<file path="config.mk">
export PLATFORM = sky130hd
export DESIGN_NAME = grid_maze_wall_follower
export DESIGN_NICKNAME = d
export VERILOG_FILES = /design/src/design/gmwf_pkg.sv /design/src/design/gmwf_maze_mem.sv /design/src/design/gmwf_step.sv /design/src/design/gmwf_out_buf.sv /design/src/design/grid_maze_wall_follower.sv
export SDC_FILE = /design/constraint.sdc
export NUM_CORES = 1
export LEC_CHECK = 0
export BUFFER_PORTS_ARGS = -buffer_cell sky130_fd_sc_hd__buf_2
export CAP_MARGIN = 20
export CORE_MARGIN = 2
export CORE_UTILIZATION = 30
export CTS_CLUSTER_DIAMETER = 80
export CTS_CLUSTER_SIZE = 14
export DETAILED_ROUTE_END_ITERATION = 16
export PLACE_DENSITY = 0.47
export SKIP_LAST_GASP = 1
export SLEW_MARGIN = 25
export SYNTH_ARGS = -nofsm -noshare
export SYNTH_HDL_FRONTEND = slang
export SYNTH_SLANG_ARGS = --single-unit
</file>
<file path="constraint.sdc">
create_clock -name clk_i -period 8.9 [get_ports clk_i]
set_input_delay 0.445 -clock clk_i [delete_from_list [all_inputs] [get_ports clk_i]]
set_output_delay 0.445 -clock clk_i [all_outputs]
set_load 0.005 [all_outputs]
</file>
<file path="src/design/gmwf_pkg.sv">
package gmwf_pkg;

  localparam logic [1:0] REQ_WRITE   = 2'd0;
  localparam logic [1:0] REQ_STEP    = 2'd1;
  localparam logic [1:0] REQ_RESTART = 2'd2;

  localparam logic [1:0] DIR_UP    = 2'd0;
  localparam logic [1:0] DIR_DOWN  = 2'd1;
  localparam logic [1:0] DIR_LEFT  = 2'd2;
  localparam logic [1:0] DIR_RIGHT = 2'd3;

  typedef struct packed {
    logic       en;
    logic [3:0] row;
    logic [3:0] col;
    logic       wall;
  } wr_req_t;

  typedef struct packed {
    logic [3:0] start_row;
    logic [3:0] start_col;
    logic [1:0] start_heading;
    logic [3:0] goal_row;
    logic [3:0] goal_col;
  } cfg_t;

  typedef struct packed {
    logic [3:0] pos_row;
    logic [3:0] pos_col;
    logic [1:0] heading;
    logic       heading_set;
    logic       at_goal;
    logic       stuck;
  } result_t;

  function automatic logic [1:0] turn_right(input logic [1:0] h);
    logic [1:0] r;
    case (h)
      DIR_UP:    r = DIR_RIGHT;
      DIR_DOWN:  r = DIR_LEFT;
      DIR_LEFT:  r = DIR_UP;
      DIR_RIGHT: r = DIR_DOWN;
      default:   r = DIR_UP;
    endcase
    return r;
  endfunction

  function automatic logic [1:0] turn_left(input logic [1:0] h);
    logic [1:0] r;
    case (h)
      DIR_UP:    r = DIR_LEFT;
      DIR_DOWN:  r = DIR_RIGHT;
      DIR_LEFT:  r = DIR_DOWN;
      DIR_RIGHT: r = DIR_UP;
      default:   r = DIR_UP;
    endcase
    return r;
  endfunction

endpackage

</file>
<file path="src/design/gmwf_maze_mem.sv">
module gmwf_maze_mem #(
  parameter int GRID_SIZE = 16
) (
  input  logic                       clk_i,
  input  logic                       rst_ni,
  input  logic [$clog2(GRID_SIZE)-1:0] rd_row_i,
  input  gmwf_pkg::wr_req_t          wr_i,
  output logic [GRID_SIZE-1:0]       up_row_o,
  output logic [GRID_SIZE-1:0]       cur_row_o,
  output logic [GRID_SIZE-1:0]       dn_row_o
);

  localparam int PW = $clog2(GRID_SIZE);
  localparam int HD = (GRID_SIZE + 1) / 2;
  localparam int AW = (HD > 1) ? $clog2(HD) : 1;

  // even rows in one bank, odd rows in the other
  logic [GRID_SIZE-1:0] even_mem [HD];
  logic [GRID_SIZE-1:0] odd_mem  [HD];

  logic [GRID_SIZE-1:0] even_a_q, even_b_q, odd_a_q, odd_b_q;
  logic [GRID_SIZE-1:0] row_valid_q;
  logic                 par_q, up_v_q, cur_v_q, dn_v_q;
  logic [PW-1:0]        rd_row_q;
  gmwf_pkg::wr_req_t    wr_q;

  logic [AW-1:0]        cur_a, up_a, dn_a;
  logic [AW-1:0]        even_a_addr, odd_a_addr;
  logic [AW-1:0]        wa;
  logic [PW-1:0]        wc, wrow, pc;
  logic [GRID_SIZE-1:0] wfill;

  always_comb begin
    int nh;
    int ui;
    int di;
    nh = int'(rd_row_i) >> 1;
    ui = rd_row_i[0] ? nh : nh - 1;
    di = rd_row_i[0] ? nh + 1 : nh;
    cur_a = AW'(nh);
    up_a  = (ui < 0) ? '0 : AW'(ui);
    dn_a  = (di >= HD) ? '0 : AW'(di);
  end

  assign even_a_addr = rd_row_i[0] ? up_a : cur_a;
  assign odd_a_addr  = rd_row_i[0] ? cur_a : up_a;

  assign wa    = AW'(wr_i.row >> 1);
  assign wc    = PW'(wr_i.col);
  assign wrow  = PW'(wr_i.row);
  assign wfill = GRID_SIZE'(wr_i.wall) << wc;

  always_ff @(posedge clk_i) begin
    if (wr_i.en && !wr_i.row[0]) begin
      if (row_valid_q[wrow]) begin
        even_mem[wa][wc] <= wr_i.wall;
      end else begin
        even_mem[wa] <= wfill;
      end
    end
    even_a_q <= even_mem[even_a_addr];
    even_b_q <= even_mem[dn_a];
  end

  always_ff @(posedge clk_i) begin
    if (wr_i.en && wr_i.row[0]) begin
      if (row_valid_q[wrow]) begin
        odd_mem[wa][wc] <= wr_i.wall;
      end else begin
        odd_mem[wa] <= wfill;
      end
    end
    odd_a_q <= odd_mem[odd_a_addr];
    odd_b_q <= odd_mem[dn_a];
  end

  always_ff @(posedge clk_i or negedge rst_ni) begin
    if (!rst_ni) begin
      row_valid_q <= '0;
      par_q       <= 1'b0;
      up_v_q      <= 1'b0;
      cur_v_q     <= 1'b0;
      dn_v_q      <= 1'b0;
      rd_row_q    <= '0;
      wr_q        <= '0;
    end else begin
      if (wr_i.en) begin
        row_valid_q[wrow] <= 1'b1;
      end
      par_q    <= rd_row_i[0];
      rd_row_q <= rd_row_i;
      wr_q     <= wr_i;
      up_v_q   <= (rd_row_i != '0) && row_valid_q[rd_row_i - PW'(1)];
      cur_v_q  <= row_valid_q[rd_row_i];
      dn_v_q   <= (int'(rd_row_i) < GRID_SIZE - 1) && row_valid_q[rd_row_i + PW'(1)];
    end
  end

  assign pc = PW'(wr_q.col);

  // read data predates a write in the same cycle: patch that bit
  always_comb begin
    up_row_o  = up_v_q  ? (par_q ? even_a_q : odd_a_q)  : '0;
    cur_row_o = cur_v_q ? (par_q ? odd_a_q  : even_a_q) : '0;
    dn_row_o  = dn_v_q  ? (par_q ? even_b_q : odd_b_q)  : '0;
    if (wr_q.en) begin
      if (int'(wr_q.row) + 1 == int'(rd_row_q)) up_row_o[pc] = wr_q.wall;
      if (int'(wr_q.row) == int'(rd_row_q)) cur_row_o[pc] = wr_q.wall;
      if (int'(wr_q.row) == int'(rd_row_q) + 1) dn_row_o[pc] = wr_q.wall;
    end
  end

endmodule

</file>
<file path="src/design/gmwf_step.sv">
module gmwf_step #(
  parameter int GRID_SIZE = 16
) (
  input  logic [1:0]                   req_i,
  input  logic [$clog2(GRID_SIZE)-1:0] pos_row_i,
  input  logic [$clog2(GRID_SIZE)-1:0] pos_col_i,
  input  logic [1:0]                   heading_i,
  input  logic                         hvalid_i,
  input  gmwf_pkg::cfg_t               cfg_i,
  input  logic [GRID_SIZE-1:0]         up_row_i,
  input  logic [GRID_SIZE-1:0]         cur_row_i,
  input  logic [GRID_SIZE-1:0]         dn_row_i,
  output logic [$clog2(GRID_SIZE)-1:0] nxt_row_o,
  output logic [$clog2(GRID_SIZE)-1:0] nxt_col_o,
  output logic [1:0]                   nxt_heading_o,
  output logic                         nxt_hvalid_o,
  output gmwf_pkg::result_t            res_o
);

  localparam int PW = $clog2(GRID_SIZE);

  logic [3:0]    on_map, open_d;
  logic [PW-1:0] nb_row [4];
  logic [PW-1:0] nb_col [4];
  logic [PW-1:0] col_m1, col_p1, row_m1, row_p1;
  logic          stuck;

  assign col_m1 = pos_col_i - PW'(1);
  assign col_p1 = pos_col_i + PW'(1);
  assign row_m1 = pos_row_i - PW'(1);
  assign row_p1 = pos_row_i + PW'(1);

  assign on_map[gmwf_pkg::DIR_UP]    = pos_row_i != '0;
  assign on_map[gmwf_pkg::DIR_DOWN]  = int'(pos_row_i) < GRID_SIZE - 1;
  assign on_map[gmwf_pkg::DIR_LEFT]  = pos_col_i != '0;
  assign on_map[gmwf_pkg::DIR_RIGHT] = int'(pos_col_i) < GRID_SIZE - 1;

  assign open_d[gmwf_pkg::DIR_UP]    = on_map[gmwf_pkg::DIR_UP]    && !up_row_i[pos_col_i];
  assign open_d[gmwf_pkg::DIR_DOWN]  = on_map[gmwf_pkg::DIR_DOWN]  && !dn_row_i[pos_col_i];
  assign open_d[gmwf_pkg::DIR_LEFT]  = on_map[gmwf_pkg::DIR_LEFT]  && !cur_row_i[col_m1];
  assign open_d[gmwf_pkg::DIR_RIGHT] = on_map[gmwf_pkg::DIR_RIGHT] && !cur_row_i[col_p1];

  assign nb_row[gmwf_pkg::DIR_UP]    = row_m1;
  assign nb_row[gmwf_pkg::DIR_DOWN]  = row_p1;
  assign nb_row[gmwf_pkg::DIR_LEFT]  = pos_row_i;
  assign nb_row[gmwf_pkg::DIR_RIGHT] = pos_row_i;
  assign nb_col[gmwf_pkg::DIR_UP]    = pos_col_i;
  assign nb_col[gmwf_pkg::DIR_DOWN]  = pos_col_i;
  assign nb_col[gmwf_pkg::DIR_LEFT]  = col_m1;
  assign nb_col[gmwf_pkg::DIR_RIGHT] = col_p1;

  always_comb begin
    logic       found;
    logic [1:0] th, h, rh, lh, bh;
    nxt_row_o     = pos_row_i;
    nxt_col_o     = pos_col_i;
    nxt_heading_o = heading_i;
    nxt_hvalid_o  = hvalid_i;
    stuck         = 1'b0;
    found         = 1'b0;
    th            = '0;
    h             = heading_i;
    rh            = gmwf_pkg::turn_right(h);
    lh            = gmwf_pkg::turn_left(h);
    bh            = h ^ 2'd1;
    case (req_i)
      gmwf_pkg::REQ_STEP: begin
        if (hvalid_i) begin
          if (!open_d[rh] && open_d[h]) begin
            nxt_row_o = nb_row[h];
            nxt_col_o = nb_col[h];
          end else if (open_d[rh] && on_map[h]) begin
            nxt_row_o     = nb_row[rh];
            nxt_col_o     = nb_col[rh];
            nxt_heading_o = rh;
          end else if (open_d[lh]) begin
            nxt_row_o     = nb_row[lh];
            nxt_col_o     = nb_col[lh];
            nxt_heading_o = lh;
          end else begin
            if (on_map[bh]) begin
              nxt_row_o = nb_row[bh];
              nxt_col_o = nb_col[bh];
            end
            nxt_heading_o = bh;
          end
        end else begin
          for (int k = 0; k < 4; k++) begin
            th = cfg_i.start_heading + 2'(k);
            if (!found && open_d[th]) begin
              found         = 1'b1;
              nxt_row_o     = nb_row[th];
              nxt_col_o     = nb_col[th];
              nxt_heading_o = th;
              nxt_hvalid_o  = 1'b1;
            end
          end
          stuck = !found;
        end
      end
      gmwf_pkg::REQ_RESTART: begin
        nxt_row_o     = (int'(cfg_i.start_row) >= GRID_SIZE) ? PW'(GRID_SIZE - 1)
                                                             : PW'(cfg_i.start_row);
        nxt_col_o     = (int'(cfg_i.start_col) >= GRID_SIZE) ? PW'(GRID_SIZE - 1)
                                                             : PW'(cfg_i.start_col);
        nxt_heading_o = gmwf_pkg::DIR_UP;
        nxt_hvalid_o  = 1'b0;
      end
      default: begin
      end
    endcase
  end

  assign res_o.pos_row     = 4'(nxt_row_o);
  assign res_o.pos_col     = 4'(nxt_col_o);
  assign res_o.heading     = nxt_heading_o;
  assign res_o.heading_set = nxt_hvalid_o;
  assign res_o.at_goal     = (int'(nxt_row_o) == int'(cfg_i.goal_row)) &&
                             (int'(nxt_col_o) == int'(cfg_i.goal_col));
  assign res_o.stuck       = stuck;

endmodule

</file>
<file path="src/design/gmwf_out_buf.sv">
module gmwf_out_buf (
  input  logic              clk_i,
  input  logic              rst_ni,
  input  logic              push_i,
  input  gmwf_pkg::result_t data_i,
  output logic              ready_o,
  output logic              valid_o,
  input  logic              pop_ready_i,
  output gmwf_pkg::result_t data_o
);

  gmwf_pkg::result_t ent_q [2];
  logic              wr_ptr_q, rd_ptr_q;
  logic [1:0]        cnt_q;
  logic              pop;

  assign ready_o = cnt_q != 2'd2;
  assign valid_o = cnt_q != 2'd0;
  assign data_o  = ent_q[rd_ptr_q];
  assign pop     = valid_o && pop_ready_i;

  always_ff @(posedge clk_i) begin
    if (push_i) begin
      ent_q[wr_ptr_q] <= data_i;
    end
  end

  always_ff @(posedge clk_i or negedge rst_ni) begin
    if (!rst_ni) begin
      wr_ptr_q <= 1'b0;
      rd_ptr_q <= 1'b0;
      cnt_q    <= 2'd0;
    end else begin
      if (push_i) wr_ptr_q <= !wr_ptr_q;
      if (pop) rd_ptr_q <= !rd_ptr_q;
      cnt_q <= cnt_q + 2'(push_i) - 2'(pop);
    end
  end

  a_push_grows: assert property (@(posedge clk_i) disable iff (!rst_ni)
    push_i && !pop |=> cnt_q == $past(cnt_q) + 2'd1)
    else $error("result buffer count did not grow on push");

endmodule

</file>
<file path="src/design/grid_maze_wall_follower.sv">
// Right-hand wall follower on a grid maze.
// Throughput: one transaction per cycle while the result buffer has room; the
// maze banks are read each cycle for the rows around the next position, so steps
// issue back to back. Output: the result is registered and offered in order.
// Reset: registers and robot state clear; per-row valid bits make the whole maze
// read as open at once, with no clearing pass.
module grid_maze_wall_follower #(
  parameter int GRID_SIZE = 16
) (
  input  logic        clk_i,
  input  logic        rst_ni,
  input  logic        psel,
  input  logic        penable,
  input  logic        pwrite,
  input  logic [4:0]  paddr,
  input  logic [31:0] pwdata,
  output logic [31:0] prdata,
  output logic        pready,
  input  logic        in_valid_i,
  output logic        in_ready_o,
  input  logic [1:0]  req_type_i,
  input  logic [3:0]  cell_row_i,
  input  logic [3:0]  cell_col_i,
  input  logic        cell_wall_i,
  output logic        out_valid_o,
  input  logic        out_ready_i,
  output logic [3:0]  pos_row_o,
  output logic [3:0]  pos_col_o,
  output logic [1:0]  heading_out_o,
  output logic        heading_set_o,
  output logic        at_goal_o,
  output logic        stuck_o
);

  localparam int PW = $clog2(GRID_SIZE);

  localparam logic [2:0] REG_START_ROW     = 3'd0;
  localparam logic [2:0] REG_START_COL     = 3'd1;
  localparam logic [2:0] REG_START_HEADING = 3'd2;
  localparam logic [2:0] REG_GOAL_ROW      = 3'd3;
  localparam logic [2:0] REG_GOAL_COL      = 3'd4;

  gmwf_pkg::cfg_t    cfg_q;
  logic [PW-1:0]     pos_row_q, pos_col_q;
  logic [1:0]        head_q;
  logic              hvalid_q;

  logic              acc;
  logic [PW-1:0]     nxt_row, nxt_col, rd_row;
  logic [1:0]        nxt_head;
  logic              nxt_hvalid;
  gmwf_pkg::result_t res, out_res;
  gmwf_pkg::wr_req_t wr;
  logic [GRID_SIZE-1:0] up_row, cur_row, dn_row;

  assign pready = 1'b1;

  always_ff @(posedge clk_i or negedge rst_ni) begin
    if (!rst_ni) begin
      cfg_q <= '0;
    end else if (psel && penable && pwrite) begin
      case (paddr[4:2])
        REG_START_ROW:     cfg_q.start_row     <= pwdata[3:0];
        REG_START_COL:     cfg_q.start_col     <= pwdata[3:0];
        REG_START_HEADING: cfg_q.start_heading <= pwdata[1:0];
        REG_GOAL_ROW:      cfg_q.goal_row      <= pwdata[3:0];
        REG_GOAL_COL:      cfg_q.goal_col      <= pwdata[3:0];
        default: begin
        end
      endcase
    end
  end

  always_comb begin
    case (paddr[4:2])
      REG_START_ROW:     prdata = {28'd0, cfg_q.start_row};
      REG_START_COL:     prdata = {28'd0, cfg_q.start_col};
      REG_START_HEADING: prdata = {30'd0, cfg_q.start_heading};
      REG_GOAL_ROW:      prdata = {28'd0, cfg_q.goal_row};
      REG_GOAL_COL:      prdata = {28'd0, cfg_q.goal_col};
      default:           prdata = '0;
    endcase
  end

  assign acc = in_valid_i && in_ready_o;

  assign wr.en   = acc && (req_type_i == gmwf_pkg::REQ_WRITE) &&
                   (int'(cell_row_i) < GRID_SIZE) && (int'(cell_col_i) < GRID_SIZE);
  assign wr.row  = cell_row_i;
  assign wr.col  = cell_col_i;
  assign wr.wall = cell_wall_i;

  // fetch the neighborhood of wherever the robot will stand next cycle
  assign rd_row = acc ? nxt_row : pos_row_q;

  gmwf_maze_mem #(.GRID_SIZE(GRID_SIZE)) u_mem (
    .clk_i     (clk_i),
    .rst_ni    (rst_ni),
    .rd_row_i  (rd_row),
    .wr_i      (wr),
    .up_row_o  (up_row),
    .cur_row_o (cur_row),
    .dn_row_o  (dn_row)
  );

  gmwf_step #(.GRID_SIZE(GRID_SIZE)) u_step (
    .req_i         (req_type_i),
    .pos_row_i     (pos_row_q),
    .pos_col_i     (pos_col_q),
    .heading_i     (head_q),
    .hvalid_i      (hvalid_q),
    .cfg_i         (cfg_q),
    .up_row_i      (up_row),
    .cur_row_i     (cur_row),
    .dn_row_i      (dn_row),
    .nxt_row_o     (nxt_row),
    .nxt_col_o     (nxt_col),
    .nxt_heading_o (nxt_head),
    .nxt_hvalid_o  (nxt_hvalid),
    .res_o         (res)
  );

  always_ff @(posedge clk_i or negedge rst_ni) begin
    if (!rst_ni) begin
      pos_row_q <= '0;
      pos_col_q <= '0;
      head_q    <= gmwf_pkg::DIR_UP;
      hvalid_q  <= 1'b0;
    end else if (acc) begin
      pos_row_q <= nxt_row;
      pos_col_q <= nxt_col;
      head_q    <= nxt_head;
      hvalid_q  <= nxt_hvalid;
    end
  end

  gmwf_out_buf u_buf (
    .clk_i       (clk_i),
    .rst_ni      (rst_ni),
    .push_i      (acc),
    .data_i      (res),
    .ready_o     (in_ready_o),
    .valid_o     (out_valid_o),
    .pop_ready_i (out_ready_i),
    .data_o      (out_res)
  );

  assign pos_row_o     = out_res.pos_row;
  assign pos_col_o     = out_res.pos_col;
  assign heading_out_o = out_res.heading;
  assign heading_set_o = out_res.heading_set;
  assign at_goal_o     = out_res.at_goal;
  assign stuck_o       = out_res.stuck;

  a_restart_clears: assert property (@(posedge clk_i) disable iff (!rst_ni)
    acc && req_type_i == gmwf_pkg::REQ_RESTART |=> !hvalid_q)
    else $error("restart left a heading set");

  a_heading_kept: assert property (@(posedge clk_i) disable iff (!rst_ni)
    acc && req_type_i == gmwf_pkg::REQ_STEP && hvalid_q |=> hvalid_q)
    else $error("step lost the heading");

  a_write_holds_pos: assert property (@(posedge clk_i) disable iff (!rst_ni)
    acc && req_type_i == gmwf_pkg::REQ_WRITE |=>
      pos_row_q == $past(pos_row_q) && pos_col_q == $past(pos_col_q))
    else $error("cell write moved the robot");

endmodule

</file>
==> results of run 1 <==
## cell families after synthesis
logic type	Yosys count
simple gates	983
compound gates	720
flops	408
buf+inv	319
mux	244
xor+xnor	47
fa+ha+maj	19
other cells	2
## power by group through the flow
| stage | logic (mW) | registers, mW | clock network (mW) |
|---|---|---|---|
| after CTS | 8.30 | 2.73 | 1.62 |
| after floorplan | 5.73 | 2.51 | 0 |
| after global placement | 8.16 | 2.77 | 0 |
| after global routing | 9.01 | 2.76 | 1.69 |
| after detailed placement | 8.27 | 2.78 | 0 |
| final | 8.44 | 2.73 | 1.58 |
## metrics by stage
step | cells | power (mW) | hold slack (ns) | cell area, sq um
CTS | 3835 | 12.7 | 0.0449 | 28500
floorplan | 2769 | 8.24 | 0.149 | 26000
finish | 3836 | 12.8 | 0.0493 | 28500
global placement | 3767 | 10.9 | 0.477 | 27300
global route | 3836 | 13.5 | 0.0572 | 28500
detailed placement | 3768 | 11.0 | 0.487 | 27300
## routing by layer
metal | wire, um | global-route usage | vias up | share of wire
li1 | - | - | 10200 | -
met1 | 39300 | 0.270 | 11400 | 0.41
met2 | 45600 | 0.350 | 1105 | 0.47
met3 | 7420 | 0.0301 | 208 | 0.077
met4 | 3880 | 0.0856 | 0 | 0.040
met5 | 0 | 0 | - | 0
## synthesized netlist by cell type (16+ instances only)
library cell and number:
a21oi_1 115, nand4_1 20, buf_4 33, dfrtp_1 62
nand2b_1 25, mux2i_1 156, nor3_1 54, a211o_1 40
dfxtp_1 64, buf_2 52, a211oi_1 128, nor2_1 382
and2_1 19, ha_1 18, a221oi_1 140, mux2_2 75
o22ai_1 25, nand2_1 293, edfxtp_1 282, xnor2_1 29
and3_1 53, buf_1 17, a31oi_1 16, inv_1 28
nand3_1 56, o21ai_0 56, clkbuf_1 174, o41ai_1 45
## flip-flops by register name, summed over array words and instances (netlist names), 2 cells and up
name               cells
cfg_q                 18
u_mem.odd_mem        128
u_mem.wr_q             6
u_mem.even_b_q        16
pos_col_q              4
u_mem.pc               4
u_buf.ent_q           26
u_mem.even_mem       128
u_mem.odd_a_q         16
u_mem.row_valid_q     16
head_q                 2
u_mem.even_a_q        16
u_buf.cnt_q            2
u_mem.rd_row_q         4
u_mem.odd_b_q         16
## area by class of cell
cell class	instances	share of cell area
Timing Repair Buffer	135	0.0365
Clock inverter	8	0.00387
Inverter	39	0.00514
Clock buffer	59	0.0365
Tap cell	1144	0.0503
Multi-Input combinational cell	2042	0.471
Antenna cell	1	0.0000879
Sequential cell	408	0.397
## worst reg2reg max path, delay by kind of cell (launching register included)
family / cells / cell delay, ns
compound gates: 9 / 2.93
simple gates: 5 / 1.50
buf+inv: 4 / 1.33
mux: 2 / 0.95
flops: 1 / 0.61
xor+xnor: 1 / 0.45
fa+ha+maj: 1 / 0.32
## worst min-delay path by stage
stage	start	to	cells past startpoint
CTS	cell_col_i[1]	u_mem.pc[1]	1
global route	cell_col_i[1]	u_mem.pc[1]	1
detailed placement	u_buf.cnt_q[1]	u_buf.cnt_q[1]	1
finish	rst_ni	pos_col_q[0]	2
floorplan	rst_ni	cfg_q[0]	0
global placement	u_buf.wr_ptr_q	u_buf.wr_ptr_q	1
==> flow_metrics.tcl, run 1 <==
set metrics [dict create \
    vias 22900 \
    core_sq_um 85300 \
    tightest_slew_ns 1.03 \
    num-fill-cells 8665 \
    nNetsFinal 2736 \
    ys_seq_elements 408 \
    fp.dieH_um 298 \
    status "complete, no violations" \
    avgSynthCellArea_sq_um 9.44 \
    routabilityCongestion 0.963 \
    critPathCapture "u_mem.odd_b_q[5]" \
    clockPowerShare 0.124 \
    rsz0062_at_grt "false" \
    cts_buffers 37 \
    finalCritPeriodShare 0.915 \
    synth_cell_types 93 \
    grt_pass1_vias 21900 \
    post_cts_resized 0 \
    cap_viol_max_count 0 \
    fp.dieW_um 298 \
    power_density_nw_per_um2 448 \
    synth_area_sq_um 25900 \
    switching_share 0.506 \
    synth_top_area_cell "edfxtp_1" \
    cp.required_ns 9.42 \
    setup_tns_ns 0 \
    critPathTopFamily "compound AO/OA/AOI/OAI gates" \
    crit_path_start "u_mem.rd_row_q[0]" \
    yosys_warnings 0 \
    worstSetupStartpointType "flop" \
    synth_top_family_by_area "compound AO/OA/AOI/OAI gates" \
    endpoint_kind "flop" \
    final_util 0.334 \
    path_clk_slew_ns 0.07 \
    area_delta_synth_final_pct 10.0 \
    timing.rr.end "u_mem.odd_b_q[5]" \
    drt-total-wl_um 96200 \
    p_int_mw 6.30 \
    drt_iter0_drc 2434 \
    syn_inst 2742 \
    worst-path-max-fanout 64 \
    synth_xor_area_frac 0.0176 \
    worst-path-stages 22 \
    hold_path_class "input pin to asynchronous set/reset pin" \
    dr.pass1.iters 6 \
    report.final.slew_viol_count 0 \
    critPathMaxStageDelay_ns 0.83 \
    grt_max_degree 144 \
    insertion_delay_ns 0.61 \
    worstSetupPathType "flop to flop" \
    wire_per_inst_um 25.1 \
    synth_edf_count 282 \
    cp_cell_sequence "xnor2_2 -> nand4_1 -> a221oi_1 -> nand4_1 -> o311ai_1 -> a2111o_1 -> nand2_1 -> buf_4 -> mux4_2 -> nand2_1 -> mux2i_1 -> a32oi_1 -> a221oi_2 -> inv_2 -> ha_1 -> inv_1 -> a311oi_4 -> o21ai_4 -> buf_4 -> a221oi_1 -> o41ai_1 -> and3_1" \
    hpwl_um 65800 \
    grt_overflow 0 \
    p_leak_nw 10.4 \
    htreeDepth 2 \
    ctsHoldBuffers 0 \
    final_cell_mix "nor2_1, nand2_1, edfxtp_1" \
    multi_input_area_sq_um 13400 \
    via_per_inst 5.97 \
    drc 0 \
    switchingPower_mw 6.46 \
    synthFlopType "edfxtp_1" \
    synth-simple-area-share 0.170 \
    period_needed_ns 8.14 \
    async_flop_share 0.152 \
    pwr-share-seq 0.214 \
    dieArea_sq_um 88600 \
    track_usage 0.209 \
    critPathBufInv 4 \
    dp_slack_ns 1.00 \
    crit_slowest_cell "a221oi_1" \
    reg2reg_depth 22 \
    clockRootBuffer "clkbuf_16" \
    worstPathArrival_ns 8.66 \
    max_freq_mhz 123 \
    ir_worst_vdd_v 0.000432 \
    worstReg2RegStart "u_mem.rd_row_q[0]" \
    start_util 0.303 \
    synth_area_leaders "edfxtp_1, mux2i_1, dfrtp_1" \
    portBuffers 43 \
    io_pins 103 \
    grt_pass1_wl_um 141000 \
    finalHoldViolations 0 \
    slew_headroom 0.316 \
    rows 107 \
    final_common_cell "nor2_1" \
    regArea_sq_um 11300 \
    synth-compound-area-share 0.208 \
    r2r_slack_ns 0.76 \
    cts_tree "done" \
    antenna_found_initial 2 \
    finalSetupViolations 0 \
    clk_path_buf_depth 3 \
    post_cts_buffers 0 \
    cts.sinks 408 \
    synth-adder-area-share 0.00909 \
    synthMuxAreaShare 0.104 \
    layout-drive-gt1-share 0.116 \
    layout_setup_ws_ns 0.760 \
    seq_area_frac_synth 0.437 \
    comb_power_share 0.662 \
    yosys.area.top_type_share 0.327 \
    antenna_left 0 \
    skew_ns 0.0474 \
]
Note: power is estimated with default switching activity, not from simulation.
==> run 2, diff against run 1 <==
- HOLD_SLACK_MARGIN: unset -> 0.05
==> run 2 against run 1 <==
Net effect:
- first-iteration DRC count is 2.3% lower
- routed wire length hardly changed
- hold slack worse by 0.0017 ns
- sequential share of layout area hardly changed
- worst setup slack better by 0.031 ns
- flip-flop and latch count stayed put
- non-clock buffer count is 1 higher
- critical path type unchanged
- largest power group unchanged
==> flow_metrics.tcl, run 2 (synthesis results as in run 1) <==
set metrics [dict create \
    layout-drive-gt1-share 0.116 \
    timing.rr.end "u_mem.odd_b_q[5]" \
    report.final.slew_viol_count 0 \
    final_cell_mix "nor2_1, nand2_1, edfxtp_1" \
    cp.required_ns 9.42 \
    final_common_cell "nor2_1" \
    via_per_inst 5.97 \
    post_cts_resized 0 \
    worstReg2RegStart "u_mem.rd_row_q[0]" \
    drc 0 \
    antenna_left 0 \
    dieArea_sq_um 88600 \
    finalSetupViolations 0 \
    p_leak_nw 10.4 \
    fp.dieW_um 298 \
    finalHoldViolations 0 \
    hpwl_um 65800 \
    worstSetupStartpointType "flop" \
    antenna_found_initial 2 \
    hold_path_class "input pin to asynchronous set/reset pin" \
    ir_worst_vdd_v 0.000433 \
    nNetsFinal 2737 \
    portBuffers 43 \
    slew_headroom 0.310 \
    num-fill-cells 8665 \
    dr.pass1.iters 7 \
    r2r_slack_ns 0.79 \
    drt-total-wl_um 96300 \
    rows 107 \
    skew_ns 0.0473 \
    fp.dieH_um 298 \
    status "complete, no violations" \
    tightest_slew_ns 1.03 \
    setup_tns_ns 0 \
    grt_max_degree 144 \
    period_needed_ns 8.11 \
    wire_per_inst_um 25.1 \
    routabilityCongestion 0.963 \
    io_pins 103 \
    insertion_delay_ns 0.61 \
    reg2reg_depth 22 \
    area_delta_synth_final_pct 10.1 \
    final_util 0.334 \
    grt_pass1_vias 21900 \
    track_usage 0.209 \
    worstSetupPathType "flop to flop" \
    htreeDepth 2 \
    max_freq_mhz 123 \
    vias 22900 \
    reg_top3 "u_mem.even_mem: 128 flops, u_mem.odd_mem: 128 flops, u_buf.ent_q: 26 flops" \
    cts_buffers 37 \
    power_density_nw_per_um2 448 \
    cts_tree "done" \
    grt_pass1_wl_um 141000 \
    clockRootBuffer "clkbuf_16" \
    rsz0062_at_grt "false" \
    grt_overflow 0 \
    clk_path_buf_depth 3 \
    cap_viol_max_count 0 \
    worst-path-max-fanout 64 \
    drt_iter0_drc 2378 \
    worstPathArrival_ns 8.63 \
    path_clk_slew_ns 0.07 \
    finalCritPeriodShare 0.911 \
    endpoint_kind "flop" \
    core_sq_um 85300 \
    post_cts_buffers 0 \
    start_util 0.303 \
    cts.sinks 408 \
]
==> run 2: what timing repair did <==
| item | in CTS | in global routing |
|---|---|---|
| hold endpoints to repair | 1 | 0 |
| endpoints found under the setup margin | 0 | 0 |
| hold buffers | 1 | 0 |
==> run 2: how the worst max path moves through the flow <==
stage	from	end	cells after the start	slack (ns)
2_1_floorplan	u_mem.rd_row_q[0]	u_mem.even_a_q[1]	33	1.36
3_3_place_gp	u_mem.rd_row_q[1]	u_mem.even_b_q[14]	21	1.13
3_5_place_dp	u_mem.rd_row_q[0]	u_mem.odd_b_q[14]	22	1.0
4_1_cts	u_mem.rd_row_q[0]	u_mem.odd_b_q[14]	22	0.97
5_1_grt	u_mem.rd_row_q[0]	u_mem.even_b_q[12]	22	0.40
6_report	u_mem.rd_row_q[0]	u_mem.odd_b_q[5]	22	0.79
==> run 2: area by class of cell <==
class	count	area, sq um	share of cell area
diodes	1	2.50	0.0000879
clock buffers	59	1040	0.0365
clock inverters	8	110	0.00387
inverters	39	146	0.00514
multi-input cells	2042	13400	0.470
flip-flops and latches	408	11300	0.397
well taps	1144	1430	0.0503
repair buffers	136	1050	0.0368
==> run 2: stage by stage <==
step           instance area [sq um]  hold slack (ns)  total power, mW  setup slack, ns  instances
6_report                       28500           0.0476             12.8            0.791       3837
5_1_grt                        28500           0.0633             13.5            0.401       3837
4_1_cts                        28500           0.0517             12.7            0.971       3836
3_5_place_dp                   27300            0.487             11.0             1.00       3768
3_3_place_gp                   27300            0.477             10.9             1.13       3767
2_1_floorplan                  26000            0.149             8.24             1.36       2769
==> run 2: worst max-delay path, cell delays in order (launching register included) <==
cell	delay [ns]
dfrtp_4	0.61
xnor2_2	0.44
nand4_1	0.56
a221oi_1	0.79
nand4_1	0.24
o311ai_1	0.19
a2111o_1	0.38
nand2_1	0.09
buf_4	0.22
mux4_2	0.61
nand2_1	0.42
mux2i_1	0.32
a32oi_1	0.19
a221oi_2	0.41
inv_2	0.18
ha_1	0.31
inv_1	0.15
a311oi_4	0.09
o21ai_4	0.17
buf_4	0.76
a221oi_1	0.13
o41ai_1	0.45
and3_1	0.20
==> run 2: power by group <==
group | switching (mW) | total, mW | internal, mW
clock network | 0.765 | 1.59 | 0.821
registers | 0.359 | 2.73 | 2.37
logic | 5.33 | 8.44 | 3.11
total | 6.46 | 12.8 | 6.30
==> run 2: routing by layer <==
layer / GRT usage / part of all wire
met1: 0.270 / 0.41
met2: 0.350 / 0.47
met3: 0.0301 / 0.079
met4: 0.0856 / 0.040
met5: 0 / 0
